[src/rtl/core/ffba_pkg.sv]
// Shared types and constants of the first-fit block allocator.
package ffba_pkg;

   localparam int unsigned ADDR_W      = 32;
   localparam int unsigned REQ_W       = 24;
   localparam int unsigned STATUS_W    = 3;
   localparam int unsigned CSR_INDEX_W = 1;

   // Request kinds.
   localparam logic KIND_ALLOC = 1'b0;
   localparam logic KIND_FREE  = 1'b1;

   // Result status codes.
   localparam logic [STATUS_W-1:0] STATUS_ALLOCATED     = 3'd0;
   localparam logic [STATUS_W-1:0] STATUS_OUT_OF_MEMORY = 3'd1;
   localparam logic [STATUS_W-1:0] STATUS_FREED         = 3'd2;
   localparam logic [STATUS_W-1:0] STATUS_NULL_IGNORED  = 3'd3;
   localparam logic [STATUS_W-1:0] STATUS_NOT_FOUND     = 3'd4;

   // Configuration register indexes.
   localparam logic [CSR_INDEX_W-1:0] CSR_HEAP_BASE  = 1'b0;
   localparam logic [CSR_INDEX_W-1:0] CSR_HEAP_BYTES = 1'b1;

   // One row of the block table.
   typedef struct packed {
      logic [ADDR_W-1:0] base;
      logic [REQ_W-1:0]  size;
      logic              free;
   } entry_type;

   // Status of the size rounding unit.
   typedef struct packed {
      logic done;
      logic oversize;
   } round_status_type;

   typedef enum logic [1:0] {
      FSM_IDLE,
      FSM_ROUND,
      FSM_SCAN,
      FSM_APPEND
   } fsm_state_type;

endpackage

[src/rtl/core/ffba_round.sv]
// Rounds a request size up to a multiple of the alignment in two pipelined steps.
module ffba_round
   import ffba_pkg::*;
#(
   parameter int unsigned ALIGN_BYTES = 8
) (
   input  logic             clock,
   input  logic             reset,
   input  logic             start,
   input  logic [REQ_W-1:0] request_bytes,
   output round_status_type status,
   output logic [REQ_W-1:0] rounded_bytes
);

   localparam int unsigned SUM_W   = REQ_W + 1;
   localparam int unsigned SHIFT   = SUM_W + $clog2(ALIGN_BYTES);
   localparam int unsigned RECIP_W = SUM_W + 1;
   localparam int unsigned PROD_W  = SUM_W + RECIP_W;
   // Rounded-up reciprocal of the alignment. For any sum below 2^SUM_W the
   // product shifted right by SHIFT is exactly the quotient.
   localparam logic [63:0] RECIP_FULL =
      ((64'd1 << SHIFT) + 64'(ALIGN_BYTES) - 64'd1) / 64'(ALIGN_BYTES);
   localparam logic [RECIP_W-1:0] RECIP_C = RECIP_FULL[RECIP_W-1:0];
   localparam logic [SUM_W-1:0]   ALIGN_C = SUM_W'(ALIGN_BYTES);

   logic              stage_ff;
   logic              done_ff;
   logic [SUM_W-1:0]  sum_ff;
   logic [SUM_W-1:0]  sum_in;
   logic [SUM_W-1:0]  quot_ff;
   logic [SUM_W-1:0]  quot_in;
   logic [PROD_W-1:0] product;
   logic [SUM_W-1:0]  rounded;

   assign sum_in  = SUM_W'(request_bytes) + SUM_W'(ALIGN_BYTES - 1);
   assign product = PROD_W'(sum_ff) * PROD_W'(RECIP_C);
   assign quot_in = SUM_W'(product >> SHIFT);

   always_ff @(posedge clock) begin
      if (reset) begin
         stage_ff <= 1'b0;
         done_ff  <= 1'b0;
      end else begin
         stage_ff <= start;
         done_ff  <= stage_ff;
      end
   end

   always_ff @(posedge clock) begin
      if (start) begin
         sum_ff <= sum_in;
      end
      if (stage_ff) begin
         quot_ff <= quot_in;
      end
   end

   // The quotient times the alignment never exceeds the sum, so it fits.
   assign rounded         = quot_ff * ALIGN_C;
   assign rounded_bytes   = rounded[REQ_W-1:0];
   assign status.done     = done_ff;
   assign status.oversize = rounded[SUM_W-1];

endmodule

[src/rtl/core/first_fit_block_allocator_top.sv]
// Top level of the first-fit block allocator: table memory, scan sequencer and config.
//
// The block serves allocate and free requests over a heap region and keeps a
// table of blocks in creation order in a single-port-write, registered-read
// memory. A request is taken when start is high and busy is low; exactly one
// item comes back for each request, on rsp_payload_address and rsp_status,
// marked by rsp_valid for a single cycle. The receiver cannot stall, so the
// item must be captured in that cycle. A free of the null address answers in
// the cycle after it is taken and leaves busy low. Any other free scans the
// table one entry per cycle and stops at the first match, keeping busy high
// until the match or the end of the table. An allocate first rounds its size
// up to the alignment (a reciprocal multiplication behind one register
// stage), then scans the table, and when no free entry fits it tries to
// append a block at the heap break, answering out of memory when the region
// or the table is full. A size that rounds past the size field is refused
// once rounding is done. The result appears in the first cycle in which busy
// is low again. The scan rate is set by the table memory's one read per cycle.
// Configuration writes are always accepted (csr_ready is tied high) and must
// only be issued while the block is idle. Table entries start unwritten;
// only entries below the fill count are ever checked, so no clearing pass is
// needed after reset.
module first_fit_block_allocator_top
   import ffba_pkg::*;
#(
   parameter int unsigned MAX_BLOCKS   = 64,
   parameter int unsigned HEADER_BYTES = 12,
   parameter int unsigned ALIGN_BYTES  = 8
) (
   input  logic                   clock,
   input  logic                   reset,
   // Request channel.
   input  logic                   start,
   output logic                   busy,
   input  logic                   req_kind,
   input  logic [REQ_W-1:0]       req_request_bytes,
   input  logic [ADDR_W-1:0]      req_release_address,
   // Result channel.
   output logic                   rsp_valid,
   output logic [ADDR_W-1:0]      rsp_payload_address,
   output logic [STATUS_W-1:0]    rsp_status,
   // Configuration write channel.
   input  logic                   csr_valid,
   output logic                   csr_ready,
   input  logic [CSR_INDEX_W-1:0] csr_index,
   input  logic [ADDR_W-1:0]      csr_wdata
);

   // The index must be at least one bit wide even for a one-entry table; the
   // count must be able to hold the table size itself.
   localparam int unsigned IDX_W = (MAX_BLOCKS > 1) ? $clog2(MAX_BLOCKS) : 1;
   localparam int unsigned CNT_W = $clog2(MAX_BLOCKS + 1);
   localparam int unsigned NEED_W = ADDR_W + 2;
   localparam logic [ADDR_W-1:0] HDR_C = ADDR_W'(HEADER_BYTES);
   localparam logic [CNT_W-1:0]  MAX_C = CNT_W'(MAX_BLOCKS);

   fsm_state_type state_ff, state_in;

   logic                 kind_ff, kind_in;
   logic [ADDR_W-1:0]    addr_ff, addr_in;
   logic [REQ_W-1:0]     rounded_ff, rounded_in;
   logic [CNT_W-1:0]     count_ff, count_in;
   logic [ADDR_W-1:0]    break_ff, break_in;
   logic [ADDR_W-1:0]    heap_base_ff, heap_base_in;
   logic [ADDR_W-1:0]    heap_bytes_ff, heap_bytes_in;
   logic [CNT_W-1:0]     scan_idx_ff, scan_idx_in;
   logic                 chk_valid_ff, chk_valid_in;
   logic [IDX_W-1:0]     chk_idx_ff, chk_idx_in;
   logic                 rsp_valid_ff, rsp_valid_in;
   logic [ADDR_W-1:0]    rsp_addr_ff, rsp_addr_in;
   logic [STATUS_W-1:0]  rsp_status_ff, rsp_status_in;

   // Block table memory.
   entry_type            table_mem [MAX_BLOCKS];
   entry_type            rd_data_ff;
   logic [IDX_W-1:0]     rd_addr;
   logic                 wr_en;
   logic [IDX_W-1:0]     wr_addr;
   entry_type            wr_data;

   // Rounding unit.
   logic                 round_start;
   round_status_type     round_status;
   logic [REQ_W-1:0]     round_bytes;

   // Datapath helpers.
   logic                 rd_issue;
   logic                 hit;
   logic [ADDR_W-1:0]    hit_payload;
   logic [NEED_W-1:0]    need_bytes;
   logic                 fits;
   logic [ADDR_W-1:0]    new_base;

   ffba_round #(
      .ALIGN_BYTES (ALIGN_BYTES)
   ) u_round (
      .clock         (clock),
      .reset         (reset),
      .start         (round_start),
      .request_bytes (req_request_bytes),
      .status        (round_status),
      .rounded_bytes (round_bytes)
   );

   // A scanned entry matches an allocate when it is free and large enough,
   // and a free when its payload address equals the released address.
   assign hit_payload = rd_data_ff.base + HDR_C;
   assign hit = (kind_ff == KIND_ALLOC) ? (rd_data_ff.free && (rd_data_ff.size >= rounded_ff))
                                        : (hit_payload == addr_ff);
   assign rd_issue = (scan_idx_ff < count_ff);

   // The region check uses the full sum, so it cannot wrap.
   assign need_bytes = NEED_W'(break_ff) + NEED_W'(HDR_C) + NEED_W'(rounded_ff);
   assign fits       = (need_bytes <= NEED_W'(heap_bytes_ff)) && (count_ff < MAX_C);
   assign new_base   = heap_base_ff + break_ff;

   always_comb begin
      state_in      = state_ff;
      kind_in       = kind_ff;
      addr_in       = addr_ff;
      rounded_in    = rounded_ff;
      count_in      = count_ff;
      break_in      = break_ff;
      heap_base_in  = heap_base_ff;
      heap_bytes_in = heap_bytes_ff;
      scan_idx_in   = scan_idx_ff;
      chk_valid_in  = 1'b0;
      chk_idx_in    = scan_idx_ff[IDX_W-1:0];
      rsp_valid_in  = 1'b0;
      rsp_addr_in   = rsp_addr_ff;
      rsp_status_in = rsp_status_ff;
      rd_addr       = scan_idx_ff[IDX_W-1:0];
      wr_en         = 1'b0;
      wr_addr       = chk_idx_ff;
      wr_data       = rd_data_ff;
      round_start   = 1'b0;

      if (csr_valid) begin
         unique case (csr_index)
            CSR_HEAP_BASE:  heap_base_in  = csr_wdata;
            CSR_HEAP_BYTES: heap_bytes_in = csr_wdata;
            default:        heap_base_in  = heap_base_ff;
         endcase
      end

      unique case (state_ff)
         FSM_IDLE: begin
            if (start) begin
               kind_in     = req_kind;
               addr_in     = req_release_address;
               scan_idx_in = '0;
               if (req_kind == KIND_FREE) begin
                  if (req_release_address == '0) begin
                     // A null release is answered at once and changes nothing.
                     rsp_valid_in  = 1'b1;
                     rsp_addr_in   = '0;
                     rsp_status_in = STATUS_NULL_IGNORED;
                  end else begin
                     state_in = FSM_SCAN;
                  end
               end else begin
                  round_start = 1'b1;
                  state_in    = FSM_ROUND;
               end
            end
         end

         FSM_ROUND: begin
            if (round_status.done) begin
               rounded_in = round_bytes;
               if (round_status.oversize) begin
                  rsp_valid_in  = 1'b1;
                  rsp_addr_in   = '0;
                  rsp_status_in = STATUS_OUT_OF_MEMORY;
                  state_in      = FSM_IDLE;
               end else begin
                  state_in = FSM_SCAN;
               end
            end
         end

         FSM_SCAN: begin
            // One read is issued per cycle; its data is checked in the next cycle.
            chk_valid_in = rd_issue;
            if (rd_issue) begin
               scan_idx_in = scan_idx_ff + 1'b1;
            end
            if (chk_valid_ff && hit) begin
               // First match in creation order: update its free mark and stop.
               // The read still in flight is dropped.
               chk_valid_in = 1'b0;
               wr_en        = 1'b1;
               wr_data.free = (kind_ff == KIND_FREE);
               rsp_valid_in = 1'b1;
               if (kind_ff == KIND_ALLOC) begin
                  rsp_addr_in   = hit_payload;
                  rsp_status_in = STATUS_ALLOCATED;
               end else begin
                  rsp_addr_in   = '0;
                  rsp_status_in = STATUS_FREED;
               end
               state_in = FSM_IDLE;
            end else if (!rd_issue) begin
               if (kind_ff == KIND_FREE) begin
                  rsp_valid_in  = 1'b1;
                  rsp_addr_in   = '0;
                  rsp_status_in = STATUS_NOT_FOUND;
                  state_in      = FSM_IDLE;
               end else begin
                  state_in = FSM_APPEND;
               end
            end
         end

         FSM_APPEND: begin
            rsp_valid_in = 1'b1;
            if (fits) begin
               // New block at the heap break; it is created in use.
               wr_en         = 1'b1;
               wr_addr       = count_ff[IDX_W-1:0];
               wr_data.base  = new_base;
               wr_data.size  = rounded_ff;
               wr_data.free  = 1'b0;
               count_in      = count_ff + 1'b1;
               break_in      = need_bytes[ADDR_W-1:0];
               rsp_addr_in   = new_base + HDR_C;
               rsp_status_in = STATUS_ALLOCATED;
            end else begin
               rsp_addr_in   = '0;
               rsp_status_in = STATUS_OUT_OF_MEMORY;
            end
            state_in = FSM_IDLE;
         end

         default: state_in = FSM_IDLE;
      endcase
   end

   always_ff @(posedge clock) begin
      if (reset) begin
         state_ff      <= FSM_IDLE;
         count_ff      <= '0;
         break_ff      <= '0;
         heap_base_ff  <= 32'h1000_0000;
         heap_bytes_ff <= 32'h0010_0000;
         chk_valid_ff  <= 1'b0;
         rsp_valid_ff  <= 1'b0;
         scan_idx_ff   <= '0;
      end else begin
         state_ff      <= state_in;
         count_ff      <= count_in;
         break_ff      <= break_in;
         heap_base_ff  <= heap_base_in;
         heap_bytes_ff <= heap_bytes_in;
         chk_valid_ff  <= chk_valid_in;
         rsp_valid_ff  <= rsp_valid_in;
         scan_idx_ff   <= scan_idx_in;
      end
   end

   always_ff @(posedge clock) begin
      kind_ff       <= kind_in;
      addr_ff       <= addr_in;
      rounded_ff    <= rounded_in;
      chk_idx_ff    <= chk_idx_in;
      rsp_addr_ff   <= rsp_addr_in;
      rsp_status_ff <= rsp_status_in;
   end

   // Table memory: one write port, one registered read port.
   always_ff @(posedge clock) begin
      if (wr_en) begin
         table_mem[wr_addr] <= wr_data;
      end
      rd_data_ff <= table_mem[rd_addr];
   end

   assign busy                = (state_ff != FSM_IDLE);
   assign csr_ready           = 1'b1;
   assign rsp_valid           = rsp_valid_ff;
   assign rsp_payload_address = rsp_addr_ff;
   assign rsp_status          = rsp_status_ff;

endmodule
[config.mk]
export PLATFORM = sky130hd
export DESIGN_NAME = first_fit_block_allocator_top
export DESIGN_NICKNAME = d
export VERILOG_FILES = /design/src/rtl/core/ffba_pkg.sv /design/src/rtl/core/ffba_round.sv /design/src/rtl/core/first_fit_block_allocator_top.sv
export SDC_FILE = /design/constraint.sdc
export NUM_CORES = 2
export LEC_CHECK = 0
export ABC_AREA = 1
export BUFFER_PORTS_ARGS = -buffer_cell sky130_fd_sc_hd__buf_2
export CAP_MARGIN = 40
export CORE_ASPECT_RATIO = 1.4
export CORE_UTILIZATION = 28
export CTS_CLUSTER_DIAMETER = 50
export CTS_CLUSTER_SIZE = 10
export DETAILED_ROUTE_END_ITERATION = 10
export PLACE_DENSITY_LB_ADDON = 0.3
export SYNTH_ARGS = -nofsm -noshare
export SYNTH_HDL_FRONTEND = slang
export SYNTH_SLANG_ARGS = --single-unit
[constraint.sdc]
create_clock -name clock -period 16.1 [get_ports clock]
set_clock_uncertainty 0.2 [all_clocks]
set_input_delay 1.61 -clock clock [delete_from_list [all_inputs] [get_ports clock]]
set_output_delay 1.61 -clock clock [all_outputs]
set_load 0.05 [all_outputs]
==> impl_metrics.tcl <==
set metrics [dict create \
    status "finished clean" \
    grt_antenna_before_repair 22 \
    dieArea_um2 569200 \
    crit_top_cell "nand2_1" \
    hold_viol_final 0 \
    grt_first_pass_wirelength_mm 784.6 \
    gp_congestion 0.8915 \
    worst_ep_required_time_ps 16470 \
    drive_above_1_share_pct 8.894 \
    crit_fanout 45 \
    p_sw_share_pct 29.69 \
    critPathLaunchType "flop" \
    regToRegEndpoint "table_mem[5][8]" \
    cts_tree "built" \
    drc 0 \
    leakage_nw 58.09 \
    drt_iter0_drc 10630 \
    setup_viol 0 \
    fin_crit_sh_pct 61.58 \
    yosys-top-cells-area "edfxtp_1 (72%), o21ai_0 (6.3%), nor2_1 (5.1%)" \
    yosys_most_used_dff "edfxtp_1" \
    core-area_um2 563300 \
    synth_cells 12370 \
    synth_area_leader_cell "edfxtp_1" \
    cts_setup_buffers 0 \
    clkLatencyLatePin_ps 1010 \
    fin_tns_setup_ps 0 \
    cap_viol_max_count 0 \
    synthTopCellsByCount "edfxtp_1 (3781), nor2_1 (2168), o21ai_0 (2007), nand2_1 (906), clkbuf_1 (740)" \
    cts.sinks 3958 \
    rows 326 \
    die_w_um 637.9 \
    hold_path_depth 0 \
    synth-seq-area-share_pct 73.87 \
    min_from "u_round.sum_ff[18]" \
    cts-root-buf "clkbuf_16" \
    htree_levels 5 \
    max_slew_margin_pct 34.34 \
    r2r_start "rounded_ff[3]" \
    routed_wl_mm 564.8 \
    cts_resized 0 \
    async_flop_share_pct 0 \
    initial_utilization_pct 28.14 \
    cts-buffers-inserted 446 \
    switchingPower_mw 7.756 \
    cts.path.max_buffers 4 \
    grt_max_degree 163 \
    hold_buffers 0 \
    synthToLayoutAreaGrowth_pct 15.18 \
    r2r_setup_slack_ps 6190 \
    grt-ovfl-total 0 \
    hp-class "reg2reg" \
    grt_pass1_vias 102000 \
    rsz0062_at_grt "no" \
    chipHeight_um 892.2 \
    port_buffers 130 \
    worst-setup-path-type "reg2reg" \
    synth_edf_count 3781 \
    p_per_area_nw_per_um2 143.1 \
    cp_data_arrival_time_ps 10290 \
    vdd_drop_max_uv 85.73 \
    vias_per_cell 5.241 \
    hpwl_mm 338.8 \
    first_pass_iters 5 \
    yosysMostFrequentCell "edfxtp_1" \
    synth_top_area_share_pct 71.63 \
    worst_slew_pin_slew_ps 984.9 \
    synth_area_per_cell_um2 12.81 \
    reg2regPathDepth 29 \
    cts.clk_slew.worst_paths_ps 60 \
    ys_types 59 \
    fin_nets 12700 \
    io_pins 132 \
    internal-power_mw 18.37 \
    clkPwrFrac_pct 35.2 \
    wl_per_cell_um 27.88 \
    max_stage_delay_ps 780 \
    vias 106200 \
    ant_nets 0 \
    period_needed_ps 9914 \
    max_freq_mhz 100.9 \
    cp_slowest_cell "nor2_4" \
    synth_nets 12600 \
    cp-end-kind "flop" \
    yosysWarningCount 0 \
    p_seq_share_pct 47.7 \
    hold_path_end "u_round.quot_ff[15]" \
    grtUsageTotal_pct 19.06 \
    p_comb_share_pct 17.1 \
    synth-seq-cells 3958 \
    power_mw 26.12 \
    slew_viol_final 0 \
    synth_area_um2 158500 \
]
[cells by family (layout without fill, tap and decap cells)]
logic type      after synthesis  after routing  synth area share [%]
compound gates             3483           3483                 12.78
xor+xnor                     92             92                0.5170
fa+ha+maj                   134            134                 1.062
buf+inv                    1101           1424                 2.644
flops                      3958           3958                 73.87
other cells                   1             18              0.002366
simple gates               3602           3602                 9.127
[worst max-delay path: cells and delay by family (launching register included)]
kind / cells / cell delay, ps
compound gates: 2 / 1120
flops: 1 / 400
buf+inv: 7 / 2060
xor+xnor: 1 / 200
fa+ha+maj: 4 / 1210
simple gates: 15 / 4120
[flip-flops by register name, summed over array words and instances, names as in the netlist, 21 cells and up]
name / count
addr_ff: 32
break_ff: 30
heap_base_ff: 32
heap_bytes_ff: 32
rd_data_ff: 57
rounded_ff: 21
rsp_payload_address: 32
table_mem: 3648
u_round.quot_ff: 22
u_round.sum_ff: 22
[layout make-up]
type,instances,area (um^2)
Clock buffer,638,11940
Antenna cell,17,42.54
Sequential cell,3958,117100
Tap cell,7544,9439
Clock inverter,36,599.3
Timing Repair Buffer,467,3971
Fill cell,55660,380700
Multi-Input combinational cell,7312,38340
Inverter,283,1135
[power groups by stage]
stage | registers (mW) | clock network [mW] | logic (mW)
floorplan | 12.7 | 0 | 2.33
global placement | 12.7 | 0 | 4.38
detailed placement | 12.7 | 0 | 4.44
CTS | 12.5 | 9.34 | 4.45
global route | 12.5 | 9.68 | 4.76
finish | 12.5 | 9.20 | 4.46
[cell usage in the layout, fill, tap and decap left out, drive strengths merged, types with 6 or more instances in the layout]
| master | count |
|---|---|
| ha | 133 |
| nor2 | 2181 |
| edfxtp | 3781 |
| o22ai | 573 |
| a221o | 40 |
| a21boi | 6 |
| clkbuf | 638 |
| o221ai | 356 |
| xnor2 | 31 |
| nor4 | 16 |
| inv | 292 |
| o21a | 6 |
| nand3b | 21 |
| o311a | 6 |
| nor3 | 30 |
| nand2 | 912 |
| o21ai | 2009 |
| diode | 17 |
| a32o | 7 |
| nand3 | 338 |
| a21oi | 242 |
| o211ai | 106 |
| clkinv | 20 |
| a31oi | 106 |
| buf | 467 |
| nand4 | 90 |
| dfxtp | 177 |
| o21bai | 7 |
| xor2 | 60 |
[layer usage]
| metal | vias to the layer above | wire length, um | global-route usage [%] | part of all wire [%] |
|---|---|---|---|---|
| met5 | - | 112 | 0 | 0.020 |
| met4 | 16 | 28890 | 8.963 | 5.1 |
| met3 | 960 | 35600 | 2.802 | 6.3 |
| met2 | 4157 | 281400 | 32.99 | 50 |
| met1 | 54740 | 218800 | 23.31 | 39 |
| li1 | 46290 | - | - | - |
[worst max-delay path by stage]
stage / startpoint / end / slack [ps] / depth (start not counted)
floorplan: rounded_ff[3] / table_mem[0][4] / 8420 / 28
global placement: rounded_ff[3] / table_mem[5][1] / 6120 / 26
detailed placement: rounded_ff[3] / table_mem[5][1] / 6360 / 29
CTS: rounded_ff[3] / table_mem[5][8] / 6300 / 29
global route: rounded_ff[3] / table_mem[5][8] / 5890 / 28
finish: rounded_ff[3] / table_mem[5][8] / 6190 / 29
[per-stage QoR]
stage	cell area, um^2	util (%)	hold slack [ps]	cells	worst slack (ps)
finish	182600	32.41	214.7	20260	6186
global route	182600	32.41	229.7	20250	5889
CTS	182500	32.40	216.9	20240	6298
detailed placement	170000	30.17	206.8	19560	6360
global placement	169100	30.02	202.2	19520	6118
floorplan	158500	-	151.9	12370	8421
Power figures use the tool's default switching activity.
